--- src/hdl/rfbg_pkg.sv ---
package rfbg_pkg;

    localparam int MAX_CHIPS   = 4;
    localparam int WORD_W      = 16;
    localparam int INDEX_W     = 11;
    localparam int POS_W       = 4;
    localparam int GRAY_W      = 12;
    localparam int FIFO_DEPTH  = 2;

    localparam int OUT_DATA_W  = 80;
    localparam int OUT_USER_W  = 2;

    // tuser bit positions on the result side
    localparam int USER_ROLL_VALID    = 0;
    localparam int USER_ROLL_MISMATCH = 1;

    typedef logic [WORD_W-1:0] word_t;

    // one completed word per chip, classified by the front end
    typedef struct packed {
        word_t [MAX_CHIPS-1:0] chip;
        logic [INDEX_W-1:0]    index;
        logic                  is_sample;
        logic                  is_roll;
        logic                  is_last;
    } word_item_t;

endpackage

--- src/hdl/rfbg_front.sv ---
module rfbg_front
    import rfbg_pkg::*;
#(
    parameter int CHIPS        = 4,
    parameter int SAMPLE_WORDS = 1920,
    parameter int FRAME_WORDS  = 1924
)
(
    input  logic       clk,
    input  logic       rst_n,
    input  logic       s_tvalid,
    output logic       s_tready,
    input  logic [7:0] s_tdata,
    input  logic       s_tuser,
    input  logic       fifo_full,
    output logic       push,
    output word_item_t push_item
);

    localparam int CNT_MAX = (SAMPLE_WORDS > FRAME_WORDS) ? SAMPLE_WORDS : FRAME_WORDS;
    localparam int CNT_W   = $clog2(CNT_MAX + 1);

    logic [3:0]            bit_cnt_reg, bit_cnt_next;
    logic [CNT_W-1:0]      word_cnt_reg, word_cnt_next;
    logic                  active_reg, active_next;
    word_t [MAX_CHIPS-1:0] shift_reg, shift_next;
    logic                  accept;
    logic                  word_done;
    logic [CNT_W+INDEX_W-1:0] index_ext;

    assign s_tready  = !fifo_full;
    assign accept    = s_tvalid && s_tready;
    assign word_done = accept && !s_tuser && active_reg && (bit_cnt_reg == 4'hf);
    assign push      = word_done;
    assign index_ext = (CNT_W + INDEX_W)'(word_cnt_reg);

    always_comb
    begin
        bit_cnt_next  = bit_cnt_reg;
        word_cnt_next = word_cnt_reg;
        active_next   = active_reg;
        shift_next    = shift_reg;
        if (accept)
        begin
            if (s_tuser)
            begin
                bit_cnt_next  = '0;
                word_cnt_next = '0;
                active_next   = 1'b1;
                shift_next    = '0;
            end
            else if (active_reg)
            begin
                for (int k = 0; k < MAX_CHIPS; k++)
                begin
                    if (k < CHIPS)
                        shift_next[k] = {shift_reg[k][WORD_W-2:0], s_tdata[3-k]};
                    else
                        shift_next[k] = '0;
                end
                bit_cnt_next = bit_cnt_reg + 4'd1;
                if (bit_cnt_reg == 4'hf)
                begin
                    word_cnt_next = word_cnt_reg + CNT_W'(1);
                    if (word_cnt_reg == CNT_W'(FRAME_WORDS - 1))
                        active_next = 1'b0;
                end
            end
        end
    end

    always_comb
    begin
        for (int k = 0; k < MAX_CHIPS; k++)
        begin
            if (k < CHIPS)
                push_item.chip[k] = shift_next[k];
            else
                push_item.chip[k] = '0;
        end
        push_item.index     = index_ext[INDEX_W-1:0];
        push_item.is_sample = (word_cnt_reg < CNT_W'(SAMPLE_WORDS));
        push_item.is_roll   = (word_cnt_reg == CNT_W'(SAMPLE_WORDS));
        push_item.is_last   = (word_cnt_reg == CNT_W'(FRAME_WORDS - 1));
    end

    always_ff @(posedge clk or negedge rst_n)
    begin
        if (!rst_n)
        begin
            bit_cnt_reg  <= '0;
            word_cnt_reg <= '0;
            active_reg   <= 1'b0;
            shift_reg    <= '0;
        end
        else
        begin
            bit_cnt_reg  <= bit_cnt_next;
            word_cnt_reg <= word_cnt_next;
            active_reg   <= active_next;
            shift_reg    <= shift_next;
        end
    end

endmodule

--- src/hdl/rfbg_fifo.sv ---
module rfbg_fifo
    import rfbg_pkg::*;
(
    input  logic       clk,
    input  logic       rst_n,
    input  logic       push,
    input  word_item_t push_item,
    output logic       full,
    input  logic       pop,
    output logic       empty,
    output word_item_t head
);

    localparam int PTR_W = $clog2(FIFO_DEPTH);
    localparam int CNT_W = $clog2(FIFO_DEPTH + 1);

    word_item_t        mem_reg [FIFO_DEPTH];
    logic [PTR_W-1:0]  wr_ptr_reg, rd_ptr_reg;
    logic [CNT_W-1:0]  count_reg, count_next;

    assign full  = (count_reg == CNT_W'(FIFO_DEPTH));
    assign empty = (count_reg == '0);
    assign head  = mem_reg[rd_ptr_reg];

    always_comb
    begin
        count_next = count_reg;
        if (push && !pop)
            count_next = count_reg + CNT_W'(1);
        else if (pop && !push)
            count_next = count_reg - CNT_W'(1);
    end

    always_ff @(posedge clk)
    begin
        if (push)
            mem_reg[wr_ptr_reg] <= push_item;
    end

    always_ff @(posedge clk or negedge rst_n)
    begin
        if (!rst_n)
        begin
            wr_ptr_reg <= '0;
            rd_ptr_reg <= '0;
            count_reg  <= '0;
        end
        else
        begin
            count_reg <= count_next;
            if (push)
                wr_ptr_reg <= (wr_ptr_reg == PTR_W'(FIFO_DEPTH - 1)) ? '0
                                                                      : wr_ptr_reg + PTR_W'(1);
            if (pop)
                rd_ptr_reg <= (rd_ptr_reg == PTR_W'(FIFO_DEPTH - 1)) ? '0
                                                                      : rd_ptr_reg + PTR_W'(1);
        end
    end

    // occupancy never runs past the depth
    a_count_bound: assert property (@(posedge clk) disable iff (!rst_n)
        count_reg <= CNT_W'(FIFO_DEPTH))
        else $error("queue occupancy beyond depth");

    // the front end must hold off when the queue is full
    a_no_overflow: assert property (@(posedge clk) disable iff (!rst_n)
        full |-> !push)
        else $error("push into full queue");

    // the back end only pops a present entry
    a_no_underflow: assert property (@(posedge clk) disable iff (!rst_n)
        pop |-> !empty)
        else $error("pop from empty queue");

    // a lone push raises occupancy by one
    a_push_count: assert property (@(posedge clk) disable iff (!rst_n)
        (push && !pop) |=> (count_reg == $past(count_reg) + CNT_W'(1)))
        else $error("occupancy not tracking push");

endmodule

--- src/hdl/rfbg_back.sv ---
module rfbg_back
    import rfbg_pkg::*;
#(
    parameter int CHIPS     = 4,
    parameter int ROLL_BITS = 13
)
(
    input  logic                  clk,
    input  logic                  rst_n,
    input  logic                  empty,
    input  word_item_t            head,
    output logic                  pop,
    output logic                  m_tvalid,
    input  logic                  m_tready,
    output logic [OUT_DATA_W-1:0] m_tdata,
    output logic [OUT_USER_W-1:0] m_tuser,
    output logic                  m_tlast
);

    localparam logic [WORD_W-1:0] ROLL_MASK = WORD_W'((32'd1 << ROLL_BITS) - 32'd1);

    logic                  valid_reg;
    word_t [MAX_CHIPS-1:0] chip_reg, chip_next;
    logic [INDEX_W-1:0]    index_reg;
    logic                  roll_valid_reg;
    logic [POS_W-1:0]      pos_reg, pos_next;
    logic                  mism_reg, mism_next;
    logic                  last_reg;

    logic [WORD_W-1:0]     roll_m;
    logic [WORD_W-1:0]     roll_rest;
    logic [4:0]            hi_idx, nx_idx;
    logic                  hi_found, nx_found;
    logic [4:0]            hi_plus;

    assign pop = !empty && (!valid_reg || m_tready);

    // Gray to binary on the low 12 bits of sample words; trailer words pass raw
    always_comb
    begin
        for (int k = 0; k < MAX_CHIPS; k++)
        begin
            chip_next[k] = head.chip[k];
            if (head.is_sample)
            begin
                chip_next[k] = '0;
                chip_next[k][WORD_W-1] = head.chip[k][WORD_W-1];
                for (int i = 0; i < GRAY_W; i++)
                    chip_next[k][i] = ^(head.chip[k][GRAY_W-1:0] >> i);
            end
        end
    end

    // roll mask: highest and next highest set bit of the last chip's mask, and the chip-to-chip mismatch flag
    always_comb
    begin
        roll_m    = head.chip[CHIPS-1] & ROLL_MASK;
        hi_found  = 1'b0;
        hi_idx    = '0;
        for (int b = 0; b < WORD_W; b++)
        begin
            if (roll_m[b])
            begin
                hi_found = 1'b1;
                hi_idx   = 5'(b);
            end
        end
        roll_rest = roll_m;
        roll_rest[hi_idx[3:0]] = 1'b0;
        nx_found  = 1'b0;
        nx_idx    = '0;
        for (int b = 0; b < WORD_W; b++)
        begin
            if (roll_rest[b])
            begin
                nx_found = 1'b1;
                nx_idx   = 5'(b);
            end
        end
        hi_plus = hi_idx + 5'd1;
        if (hi_found && hi_idx == 5'(ROLL_BITS - 1) && nx_found && nx_idx == 5'(ROLL_BITS - 2))
            pos_next = '0;
        else if (hi_found && hi_idx == 5'(ROLL_BITS - 1) && nx_found && nx_idx == 5'd0)
            pos_next = POS_W'(1);
        else if (hi_found)
            pos_next = hi_plus[POS_W-1:0];
        else
            pos_next = '0;

        mism_next = 1'b0;
        for (int k = 1; k < MAX_CHIPS; k++)
        begin
            if (k < CHIPS && ((head.chip[k] & ROLL_MASK) != (head.chip[0] & ROLL_MASK)))
                mism_next = 1'b1;
        end
    end

    always_ff @(posedge clk)
    begin
        if (pop)
        begin
            chip_reg       <= chip_next;
            index_reg      <= head.index;
            roll_valid_reg <= head.is_roll;
            pos_reg        <= head.is_roll ? pos_next : '0;
            mism_reg       <= head.is_roll && mism_next;
            last_reg       <= head.is_last;
        end
    end

    always_ff @(posedge clk or negedge rst_n)
    begin
        if (!rst_n)
            valid_reg <= 1'b0;
        else if (pop)
            valid_reg <= 1'b1;
        else if (m_tready)
            valid_reg <= 1'b0;
    end

    assign m_tvalid = valid_reg;
    assign m_tdata  = {1'b0, pos_reg, chip_reg[3], chip_reg[2], chip_reg[1], chip_reg[0],
                       index_reg};
    assign m_tuser  = {mism_reg, roll_valid_reg};
    assign m_tlast  = last_reg;

endmodule

--- src/hdl/readout_frame_bitplane_gray_decoder.sv ---
// Readout frame decoder: takes the raw byte stream of a readout frame, one byte per
// transaction, and returns one transaction for every completed 16-bit word of all four
// chips. A byte with s_tuser set is the frame header; it is dropped and (re)starts the
// frame. Each following byte gives chip k its next bit (MSB first) in bit 3-k. Sample
// words keep bit 15 and carry the low 12 bits converted from Gray code to binary; the
// trailer words pass raw. On the first trailer word the roll mask is decoded into the
// cell of time sample 0 (from the last chip) and a chip-to-chip mismatch is flagged.
// Bytes outside a frame are swallowed. Rate: one byte per clock while the queue is not
// full; a result leaves for every 16 bytes, after passing through the two-entry queue
// between the bit-plane front end and the decode stage and then the output register.
// The front end stalls only when that queue is full.
module readout_frame_bitplane_gray_decoder
    import rfbg_pkg::*;
#(
    parameter int CHIPS        = 4,
    parameter int SAMPLE_WORDS = 1920,
    parameter int FRAME_WORDS  = 1924,
    parameter int ROLL_BITS    = 13
)
(
    input  logic                  clk,
    input  logic                  rst_n,
    // byte side
    input  logic                  s_tvalid,
    output logic                  s_tready,
    input  logic [7:0]            s_tdata,   // [7:0] data_byte
    input  logic                  s_tuser,   // [0] frame_start
    // word side
    output logic                  m_tvalid,
    input  logic                  m_tready,
    output logic [OUT_DATA_W-1:0] m_tdata,   // [10:0] word_index, [26:11] chip0_word,
                                             // [42:27] chip1_word, [58:43] chip2_word,
                                             // [74:59] chip3_word, [78:75] sample0_cell,
                                             // [79] zero pad
    output logic [OUT_USER_W-1:0] m_tuser,   // [0] roll_valid, [1] roll_mismatch
    output logic                  m_tlast    // frame_last
);

    logic       fifo_full;
    logic       fifo_empty;
    logic       push;
    logic       pop;
    word_item_t push_item;
    word_item_t head;

    // front end: bit-plane shifting, word and frame counting, classification
    rfbg_front #(
        .CHIPS        (CHIPS),
        .SAMPLE_WORDS (SAMPLE_WORDS),
        .FRAME_WORDS  (FRAME_WORDS)
    ) u_front (
        .clk       (clk),
        .rst_n     (rst_n),
        .s_tvalid  (s_tvalid),
        .s_tready  (s_tready),
        .s_tdata   (s_tdata),
        .s_tuser   (s_tuser),
        .fifo_full (fifo_full),
        .push      (push),
        .push_item (push_item)
    );

    // short queue decoupling the two halves
    rfbg_fifo u_fifo (
        .clk       (clk),
        .rst_n     (rst_n),
        .push      (push),
        .push_item (push_item),
        .full      (fifo_full),
        .pop       (pop),
        .empty     (fifo_empty),
        .head      (head)
    );

    // back end: Gray conversion, roll decode, output register
    rfbg_back #(
        .CHIPS     (CHIPS),
        .ROLL_BITS (ROLL_BITS)
    ) u_back (
        .clk      (clk),
        .rst_n    (rst_n),
        .empty    (fifo_empty),
        .head     (head),
        .pop      (pop),
        .m_tvalid (m_tvalid),
        .m_tready (m_tready),
        .m_tdata  (m_tdata),
        .m_tuser  (m_tuser),
        .m_tlast  (m_tlast)
    );

endmodule
--- config.mk ---
export PLATFORM = sky130hd
export DESIGN_NAME = readout_frame_bitplane_gray_decoder
export DESIGN_NICKNAME = d
export VERILOG_FILES = /design/src/hdl/rfbg_pkg.sv /design/src/hdl/rfbg_front.sv /design/src/hdl/rfbg_fifo.sv /design/src/hdl/rfbg_back.sv /design/src/hdl/readout_frame_bitplane_gray_decoder.sv
export SDC_FILE = /design/constraint.sdc
export NUM_CORES = 1
export LEC_CHECK = 0
export ABC_CLOCK_PERIOD_IN_PS = 11800
export BUFFER_PORTS_ARGS = -buffer_cell sky130_fd_sc_hd__buf_2
export CAP_MARGIN = 25
export CORE_MARGIN = 2
export CORE_UTILIZATION = 38
export DETAILED_ROUTE_END_ITERATION = 7
export GPL_ROUTABILITY_DRIVEN = 0
export SYNTH_ARGS = -nofsm -noshare
export SYNTH_HDL_FRONTEND = slang
export SYNTH_SLANG_ARGS = --single-unit
--- constraint.sdc ---
create_clock -name clk -period 11.8 [get_ports clk]
set_clock_uncertainty 0.2 [all_clocks]
set_input_delay 2.36 -clock clk [delete_from_list [all_inputs] [get_ports clk]]
set_output_delay 2.36 -clock clk [all_outputs]
set_load 0.1 [all_outputs]
==> flow_metrics.py <==
metrics = {
    "synth": {
        "ys_async_sr_fraction_pct": 26.32,
        "synth_edf_count": 238,
        "yosys_warnings": 0,
        "syn_avg_cell_area_um2": 14.70,
        "ys_seq_elements": 323,
        "syn_area_mm2": 0.01385,
        "syn_inst": 942,
        "ys.flop_type": "edfxtp_1",
        "syn_nets": 966,
        "ys_seq_area_share_pct": 66.97,
        "yosysUniqueCellTypes": 59,
    },
    "sta": {
        "setup_tns_ns": 0,
        "rsz0062_at_grt": "false",
        "setup_viol": 0,
        "min_period_ns": 5.194,
        "hold_violations": 0,
        "worstMarginPinSlew_ns": 0.9757,
        "min_period_over_period_pct": 44.02,
        "drv_slew": 0,
        "slew_headroom_pct": 34.95,
        "clock.fmax_mhz": 192.5,
    },
    "drt": {
        "drc": 0,
        "vias_per_cell": 5.143,
        "drt-pass1-iter-count": 7,
        "detail_route.wl_per_cell_um": 19.37,
        "drt_iter0_drc": 580,
        "wl_um": 29660,
        "postRouteAntennaNets": 0,
        "vias": 7874,
    },
    "layout": {
        "final-seq-area_mm2": 0.009278,
        "multi_input_area_mm2": 0.004343,
        "syn_to_final_growth_pct": 15.75,
        "largest_register_ffs": 156,
        "stdcell_count": 1531,
        "layout-drive-gt1-share_pct": 17.85,
        "fin_nets": 1066,
        "n_antenna_cell": 0,
        "nFillCells": 3191,
    },
    "grt": {
        "antenna_found_initial": 3,
        "grt_pass1_vias": 7818,
        "track_usage_pct": 15.63,
        "grt_overflow": 0,
        "grt_pass1_wl_um": 45970,
        "grt_max_degree": 70,
    },
    "hold_path": {
        "min-delay-path-class": "flop to flop",
    },
    "floorplanning": {
        "initial_core_util_pct": 38.75,
        "chipHeight_um": 194.9,
        "num_rows": 69,
        "io_pins": 98,
        "coreArea_mm2": 0.03574,
        "die-area_mm2": 0.03799,
        "dieWidth_um": 194.9,
    },
    "worst_setup_path": {
        "crit_path_end_kind": "flop",
        "critPathLaunch": "u_fifo.rd_ptr_reg",
        "r2r_start": "u_fifo.rd_ptr_reg",
        "worst-r2r-setup-slack_ns": 6.61,
        "crit_path_max_fanout": 52,
        "required_ns": 11.82,
        "cp-start-kind": "flop",
        "r2r_end": "u_back.pos_reg[2]",
        "rr_worst_depth": 18,
        "arrival_ns": 5.22,
        "cp-endpoint": "u_back.pos_reg[2]",
        "crit_type": "flop to flop",
    },
    "clock_network": {
        "clkTransAtPathRegs_ns": 0.06,
        "cts_buffer_depth": 3,
        "cts_hold_buffers": 0,
        "ctsResizeCount": 0,
        "clkSinkCount": 323,
        "cts_tree": "yes",
        "h-tree-depth": 2,
        "cts_setup_buffers": 0,
        "cts_buffers": 36,
        "clkLatencyLatePin_ns": 0.52,
        "cts-root-buf": "clkbuf_16",
    },
    "placement": {
        "dp.final_hpwl_um": 19260,
        "dp_cells": 1465,
        "numPortBuffers": 92,
    },
    "run_status": {
        "status": "completed",
    },
    "job": {
        "cap_violations": 0,
    },
}
==> routing by layer <==
metal	track usage [%]	up-vias	share of wire, %
met3	3.245	60	5.3
met1	21.87	3879	47
met2	24.34	199	45
met5	0	-	0.14
li1	-	3730	-
met4	5.230	6	2.8
==> critical path: stages (launching register included) <==
cell,delay (ns)
dfrtp_4,0.69
buf_4,0.61
mux2i_1,0.69
inv_1,0.10
ha_1,0.22
inv_1,0.05
a21boi_0,0.08
o22a_1,0.24
nor2_1,0.12
nor2_1,0.08
inv_1,0.06
ha_1,0.17
inv_1,0.06
o21ai_0,0.15
a22o_1,0.16
nand4_1,0.08
or4_1,0.55
o41ai_2,0.45
a21oi_1,0.07
==> placed cells by master (no fill, tap or decap), types with 4 or more instances in the layout <==
cell type,Yosys,routed
nand3_1,15,15
a31oi_1,5,5
nor2_1,71,70
inv_1,17,16
buf_4,4,11
mux2_2,18,18
nand2_1,27,27
and3_1,12,11
or3_1,10,10
ha_1,11,11
nor2b_1,5,5
clkbuf_1,22,6
buf_2,7,91
a21oi_1,26,26
inv_6,0,4
a22o_1,66,66
a211oi_1,4,4
clkbuf_16,0,37
xnor3_1,6,6
dfrtp_1,85,84
o21ai_0,22,22
mux2i_1,65,64
and2_1,5,5
xor2_1,50,50
nor3_1,16,16
xnor2_1,64,64
bufinv_16,0,4
clkinv_2,0,8
nand4_1,8,8
edfxtp_1,238,238
==> metrics by stage <==
step | instance area (um^2) | util [%] | setup WS [ns] | hold slack, ns
detailed placement | 14830 | 41.49 | 6.015 | 0.2878
global route | 16030 | 44.85 | 6.187 | 0.3415
floorplan | 13850 | - | 4.471 | 0.2436
global placement | 14800 | 41.41 | 6.049 | 0.2650
CTS | 16030 | 44.85 | 6.545 | 0.3060
finish | 16030 | 44.85 | 6.606 | 0.3108
==> cell usage after synthesis (15+ instances only) <==
master    count  area share, %
edfxtp_1    238             52
dfrtp_1      85             15
nor2_1       71            1.9
a22o_1       66            4.2
mux2i_1      65            4.7
xnor2_1      64            4.0
xor2_1       50            3.2
nand2_1      27           0.73
a21oi_1      26           0.94
clkbuf_1     22           0.60
o21ai_0      22           0.80
mux2_2       18            1.5
inv_1        17           0.46
nor3_1       16           0.58
nand3_1      15           0.54
==> final cells by class <==
class,count,share of cell area (%)
clock buffer,45,6.089
inverter,17,0.4059
timing repair buffer,103,3.528
sequential,323,57.88
tap,461,3.598
clock inverter,21,1.405
multi-input combinational,561,27.09
==> worst min path at each step <==
stage	from	end	slack [ns]	cells past startpoint
finish	u_front.bit_cnt_reg[3]	u_front.bit_cnt_reg[3]	0.31	1
global route	u_back.m_tvalid	u_back.m_tvalid	0.34	2
CTS	u_front.bit_cnt_reg[3]	u_front.bit_cnt_reg[3]	0.31	1
detailed placement	u_back.m_tvalid	u_back.m_tvalid	0.29	2
global placement	u_front.bit_cnt_reg[3]	u_front.bit_cnt_reg[3]	0.26	1
floorplan	u_front.bit_cnt_reg[3]	u_front.bit_cnt_reg[3]	0.24	1
==> logic make-up (layout without fill, tap and decap cells) <==
logic type               count (synthesis)  count (layout)  share of synthesized area, %
AO/OA/AOI/OAI                          153             153                         8.141
XOR/XNOR                               124             124                         8.900
adder cells (fa/ha/maj)                 11              11                        0.9938
buffers and inverters                   58             186                         1.906
flip-flops                             323             323                         66.97
multiplexers                            87              87                         6.650
other                                    1               1                       0.02708
AND/OR/NAND/NOR                        185             185                         6.415
Power is not shown: default switching activity piles up to over one toggle a cycle in this logic, so the estimate is an artifact.
